<file path="config.mk">
export PLATFORM = sky130hd
export DESIGN_NAME = hsd_ctrl
export DESIGN_NICKNAME = d
export VERILOG_FILES = /design/src/hsd_pkg.sv /design/src/hsd_ctrl.sv
export VERILOG_INCLUDE_DIRS = /design/src /design/src/src
export SDC_FILE = /design/constraint.sdc
export NUM_CORES = 1
export LEC_CHECK = 0
export BUFFER_PORTS_ARGS = -buffer_cell sky130_fd_sc_hd__buf_2
export CORE_AREA = 2 2 39 41
export DETAILED_ROUTE_END_ITERATION = 16
export DIE_AREA = 0 0 41 43
export SLEW_MARGIN = 20
export SYNTH_ARGS = -nofsm -noshare
export SYNTH_HDL_FRONTEND = slang
export SYNTH_SLANG_ARGS = --single-unit
export TNS_END_PERCENT = 30
</file>
<file path="constraint.sdc">
create_clock -name clk -period 1.7 [get_ports clk]
set_input_delay 0.17 -clock clk [delete_from_list [all_inputs] [get_ports clk]]
set_output_delay 0.17 -clock clk [all_outputs]
set_load 0.1 [all_outputs]
</file>
<file path="src/huffman_stream_decoder_core_assert.svh">
// Assertion macros used by the decoder state machine (hsd_ctrl).
`ifndef HUFFMAN_STREAM_DECODER_CORE_ASSERT_SVH
`define HUFFMAN_STREAM_DECODER_CORE_ASSERT_SVH
// Condition a must imply condition b in the same cycle.
`define HSD_ASSERT_NOW(label, a, b) \
  label: assert property (@(posedge clk) disable iff (rst) (a) |-> (b)) \
    else $error("decoder check failed");
// Condition a must imply condition b in the following cycle.
`define HSD_ASSERT_NEXT(label, a, b) \
  label: assert property (@(posedge clk) disable iff (rst) (a) |=> (b)) \
    else $error("decoder check failed");
`endif

</file>
<file path="src/hsd_pkg.sv">
// Shared types and constants for the Huffman stream decoder.
`default_nettype none
package hsd_pkg;
  localparam int MaxCodeBitsDef  = 32;
  localparam int TableEntriesDef = 256;
  localparam int CodeW    = 32;
  localparam int PrefLenW = 6;
  localparam int BufDepth = 8;

  typedef enum logic [2:0] {
    PH_PAD, PH_COUNT, PH_SYM, PH_LEN, PH_CODE, PH_DATA
  } phase_t;

  typedef enum logic [2:0] {
    S_IDLE, S_BIT, S_RD, S_CMP, S_CHK, S_EMIT
  } state_t;

  typedef struct packed {
    logic [7:0] compressed_byte;
    logic       final_byte;
  } in_word_t;

  typedef struct packed {
    logic [7:0] symbol;
    logic       symbol_valid;
    logic       run_last;
    logic       stream_end;
    logic       code_overflow;
  } out_word_t;

  typedef struct packed {
    logic [7:0]       sym;
    logic [7:0]       len;
    logic [CodeW-1:0] code;
  } entry_t;

  typedef struct packed {
    logic load;
    logic hdr_bit;
    logic skip_bit;
    logic data_bit;
    logic scan_next;
    logic hit;
    logic miss_end;
    logic emit_adv;
    logic restart;
  } cmd_t;

  typedef struct packed {
    logic in_data;
    logic skip;
    logic pos_last;
    logic fill_zero;
    logic match;
    logic scan_last;
    logic nres_zero;
    logic run_last;
    logic last;
  } sts_t;
endpackage
`default_nettype wire

</file>
<file path="src/hsd_ctrl.sv">
// Sequencing state machine of the decoder.
`default_nettype none
module hsd_ctrl (
  input  wire logic        clk,
  input  wire logic        rst,
  input  wire logic        comp_valid,
  output logic             comp_stall,
  output logic             res_valid,
  input  wire logic        res_stall,
  input  wire hsd_pkg::sts_t sts,
  output hsd_pkg::cmd_t    cmd
);
  import hsd_pkg::*;
  `include "huffman_stream_decoder_core_assert.svh"

  state_t state, state_next;
  state_t end_dst;

  always_ff @(posedge clk) begin
    if (rst) begin
      state <= S_IDLE;
    end else begin
      state <= state_next;
    end
  end

  always_comb begin
    end_dst = (!sts.nres_zero || sts.last) ? S_EMIT : S_IDLE;
    state_next = state;
    unique case (state)
      S_IDLE: begin
        if (comp_valid) state_next = S_BIT;
      end
      S_BIT: begin
        if (sts.skip || !sts.in_data) begin
          state_next = sts.pos_last ? end_dst : S_BIT;
        end else begin
          state_next = sts.fill_zero ? S_CHK : S_RD;
        end
      end
      S_RD: state_next = S_CMP;
      S_CMP: begin
        if (sts.match) begin
          state_next = sts.pos_last ? S_EMIT : S_BIT;
        end else if (sts.scan_last) begin
          state_next = sts.pos_last ? end_dst : S_BIT;
        end else begin
          state_next = S_RD;
        end
      end
      S_CHK: state_next = sts.pos_last ? end_dst : S_BIT;
      S_EMIT: begin
        if (!res_stall && sts.run_last) state_next = S_IDLE;
      end
      default: state_next = S_IDLE;
    endcase
  end

  always_comb begin
    cmd = '0;
    comp_stall = 1'b1;
    res_valid = 1'b0;
    unique case (state)
      S_IDLE: begin
        comp_stall = 1'b0;
        cmd.load = comp_valid;
      end
      S_BIT: begin
        if (sts.skip) cmd.skip_bit = 1'b1;
        else if (!sts.in_data) cmd.hdr_bit = 1'b1;
        else cmd.data_bit = 1'b1;
      end
      S_RD: ;
      S_CMP: begin
        if (sts.match) cmd.hit = 1'b1;
        else if (sts.scan_last) cmd.miss_end = 1'b1;
        else cmd.scan_next = 1'b1;
      end
      S_CHK: cmd.miss_end = 1'b1;
      S_EMIT: begin
        res_valid = 1'b1;
        cmd.emit_adv = !res_stall;
        cmd.restart = !res_stall && sts.run_last && sts.last;
      end
      default: ;
    endcase
  end

  `HSD_ASSERT_NEXT(a_rd_then_cmp, state == S_RD, state == S_CMP)
  `HSD_ASSERT_NEXT(a_load_starts, cmd.load, state == S_BIT)
  `HSD_ASSERT_NEXT(a_emit_done, state == S_EMIT && !res_stall && sts.run_last, state == S_IDLE)
  `HSD_ASSERT_NOW(a_emit_has_work, state == S_EMIT, !sts.nres_zero || sts.last)
endmodule
`default_nettype wire

</file>
==> results.md <==
Outcome:
- The run finished with clean final reports.

Global route:
- The layer flagged by global routing as most heavily used is met2.
- The first global-routing pass estimated between 1500 and 2000 um of wire.
- In the global route stage, met2 resource usage came out at 19.4%.
- The met3 track utilization from global routing is 4.71%.
- The met1 routing resource usage after global routing is 17.3%.
- Global routing used 14.3% of the available tracks.
- The number of antenna violations at the first check in global routing came to 0.
- Entering global routing, the biggest net connects 15 pins.
- The residual overflow from global routing is 0.
- The via count of the first global-routing pass was just under 400.

Worst setup path:
- The end of the critical path is cmd[2].
- Counting both buffers and inverters, the worst setup path holds a total of 2.
- The required arrival time at the worst endpoint is between 1.5 and 2 ns.
- The critical path capture point type is a primary output.
- The critical path startpoint category is a register.
- In this run the critical register-to-register path is captured at state[0]$_SDFFE_PP0P_.
- The critical path starts at state[0]$_SDFFE_PP0P_.
- Measured in cells, the most critical reg-to-reg path has a length of 5.
- Broken down by cell family, the worst path's largest delay share belongs to simple AND/OR/NAND/NOR gates.
- Of all nets on the critical path, the largest fanout is 10.
- The path length in cells of the critical path is 4.
- STA puts the critical path data arrival time at ~1.5 ns.
- The worst reg2reg path startpoint is state[0]$_SDFFE_PP0P_.
- The largest individual stage delay along the critical path comes from the cell or3b_1.
- Walking the worst path, the cells encountered are buf_4 > or3b_1 > o21ai_2 > buf_12.
- The longest individual stage delay on the worst path is about 0.42 ns.
- By startpoint and endpoint, the worst setup path is classified as register to primary output.
- The slack of the worst reg-to-reg path is between 0.2 and 0.3 ns.

Cells and area:
- For this run, the post-layout net count is 89.
- Cells with a size suffix above 1 make up around 52% of the layout.
- After the flow finishes, the layout carries non-filler instances totaling 91.
- In the final layout, the registers with the most flip-flops are state x3.
- The growth of design area from synthesis to finish is 96.3%.
- The register ranked first by flip-flop count is state.
- The antenna diode count is 0.
- The register with the most flip-flops in the layout has 3 of them.

Pwr:
- The portion of total power attributed to combinational logic is 57.7%.
- The power share of the sequential group is roughly 17%.
- The power density over the cells is between 700 and 800 nW/um^2.
- The internal portion of total power is between 200 and 300 uW.
- Of the total power, the clock network draws between 20 and 30%.
- In this run the static leakage power is ~0.00029 uW.
- The switching power total is 241 uW.
- The switching share of total power is approximately 48%.
- The worst supply voltage drop on vdd is 0.281 mV.
- The sum of internal, switching and leakage power is 505 uW.

Flow run:
- The count of max-cap constraint violations is 0.

Clocking:
- TritonCTS created 3 clock buffers.
- The post-CTS resize count is 1.
- The setup fix buffers added after clock tree synthesis is 0.
- The number of hold buffers added after CTS is 0.
- In this run the deepest clock path goes through 2 buffers.
- The clock slew seen by the registers of the worst setup and hold paths is about 0.04 ns.
- The number of clock sinks is 3.
- The clock tree from TritonCTS is done.
- Clock tree synthesis selected as its root buffer the cell clkbuf_4.
- In this run the number of H-tree levels came out at 1.
- The later pin in the worst-skew pair is clocked with a latency of between 0.2 and 0.25 ns.

Drt:
- After detailed routing, the number of vias per cell comes to 5.15.
- Detailed routing inserted a total of between 400 and 500 vias.
- The total wire length is 1010 um.
- The remaining antenna violation count after routing is 0.
- In the final routed layout, each cell accounts on average for roughly 11 um.
- The first-pass detailed-route iteration total is 4.
- The final routed DRC violation total is 0.
- The detailed router finished its first iteration with 8 violations.

STA:
- The total count of hold-check failures in the final report came to 0.
- The final worst clock skew is around 0.0019 ns.
- Headroom to the max-slew limit came out at between 60% and 70%.
- The post-route worst setup slack is slightly above 0.07 ns.
- The final max-slew violation count is 0.
- The final hold slack is between 0.1 and 0.15 ns.
- Setup repair after global routing left no endpoint under its margin.
- For the pin with the worst max-slew slack, the measured transition is a little under 0.5 ns.
- After layout, the worst path uses 95.8% of the clock period.
- The fmax is 0.614 GHz.
- The minimum clock period after layout is 1.63 ns.
- Setup violations remaining at the end of the flow were counted as 0.

Placement:
- The congestion estimate from routability-driven global placement came to between 0.8 and 0.9.
- After detailed placement, the design holds a cell count of a little under 90.
- The pre-CTS setup slack is about 0.21 ns.
- Input and output buffers added on the ports amount to 23.
- The HPWL after detailed placement is 769 um.

Die:
- 24 I/O pins were placed.
- The floorplan step set the die height to roughly 43 um.
- The die boundary width is approximately 41 um.
- The initial cell density of the core is 24.6%.
- The area of the core region is approximately 1400 sq um.
- The die outline area is ~1800 sq um.
- The number of rows in the core area is 14.

Logic synthesis:
- The netlist area before placement is ~340 sq um.
- Yosys printed 0 warnings.
- In the synthesized netlist, mux cells make up 0% of the area.
- After synthesis, the largest family of logic cells by area is simple AND/OR/NAND/NOR gates.
- In the post-synthesis netlist, the biggest area contributors are dfxtp_1 (18%), nor3_1 (7.4%), a21oi_1 (5.9%).
- The total of flip-flops plus latches after synthesis is 3.
- The synthesized instance count is 50.
- The largest total area in the synthesized netlist belongs to dfxtp_1.
- The fraction of the mapped netlist area in simple logic gates is 46.7%.
- The average cell area after synthesis is 6.81 sq um.
- Sequential cells were found to cover roughly 18% of the synthesized design area.
- Of the post-synthesis cell area, the dominant cell type holds ~18%.
- The synthesized netlist devotes 0% of its cell area to XOR and XNOR gates.
- The post-synthesis compound-gate area fraction is between 20 and 25%.
- The number of library cell types mapped by synthesis is 24.
- The net count after synthesis is 63.
- The adder and majority cell fraction of the synthesized area is 0%.

Worst hold path:
- The path class of the lowest-slack min-delay path is input pin to register.
==> cell usage after synthesis <==
master    number
or3_1          2
a32oi_1        1
nand2b_1       3
buf_4          1
a21oi_1        4
and3b_1        1
nand2_1        1
nor2_1         5
nor3b_1        1
nor2b_1        2
a211oi_1       1
a22oi_1        1
or3b_1         2
buf_2          1
nor3_1         5
buf_6          1
a21boi_0       1
o21ai_0        3
o22ai_1        2
dfxtp_1        3
and4b_1        1
nand3b_1       2
nand4b_1       1
inv_1          5
==> cells by family (layout without fill, tap and decap cells) <==
logic type / count (synthesis) / after routing
AND/OR/NAND/NOR: 26 / 26
flip-flops: 3 / 3
buffers and inverters: 8 / 33
AO/OA/AOI/OAI: 13 / 13
==> layout by cell type, fill, tap and decap left out, types with 2 or more instances in the layout <==
cell	Yosys	layout
a21oi_1	4	4
buf_12	0	9
buf_2	1	14
clkbuf_4	0	3
dfxtp_2	0	2
inv_1	5	5
nand2b_1	3	3
nand3b_1	2	2
nor2_1	5	2
nor2_2	0	2
nor3_1	5	3
o21ai_0	3	2
o22ai_1	2	2
or3_1	2	2
==> worst min-delay path by stage <==
stage,start,end,slack (ns),cells past startpoint
after floorplan,rst,state[0]$_SDFFE_PP0P_,0.24,1
final,rst,state[0]$_SDFFE_PP0P_,0.13,2
after global routing,rst,state[0]$_SDFFE_PP0P_,0.14,2
after CTS,rst,state[0]$_SDFFE_PP0P_,0.13,2
after global placement,rst,state[0]$_SDFFE_PP0P_,0.38,2
after detailed placement,rst,state[0]$_SDFFE_PP0P_,0.38,2
==> layout make-up <==
type / count / area (sq um)
fillers: 135 / 716
multi-input cells: 39 / 283
repair buffers: 24 / 258
flip-flops and latches: 3 / 62.6
clock buffers: 4 / 26.3
well taps: 16 / 20.0
inverters: 5 / 18.8
==> metal layers <==
layer	wire length, um	vias up
li1	-	231
met1	429	216
met2	480	17
met3	60	5
met4	42	0
met5	0	-
==> stage by stage <==
stage	TNS [ns]	utilization, %	cell area [sq um]
6_report	0	48.3	668
4_1_cts	0	48.1	666
2_1_floorplan	-1.32	-	383
5_1_grt	0	48.3	668
3_3_place_gp	0	46.0	637
3_5_place_dp	0	46.0	637
==> power groups by stage <==
| stage | Sequential [uW] | Combinational, uW | Clock, uW |
|---|---|---|---|
| finish | 86.8 | 291 | 127 |
| global route | 87.5 | 306 | 140 |
| CTS | 85.5 | 292 | 129 |
| detailed placement | 86.3 | 288 | 0 |
| global placement | 86.1 | 285 | 0 |
| floorplan | 81.2 | 209 | 0 |
No activity file was read; power rests on OpenSTA's default activity.
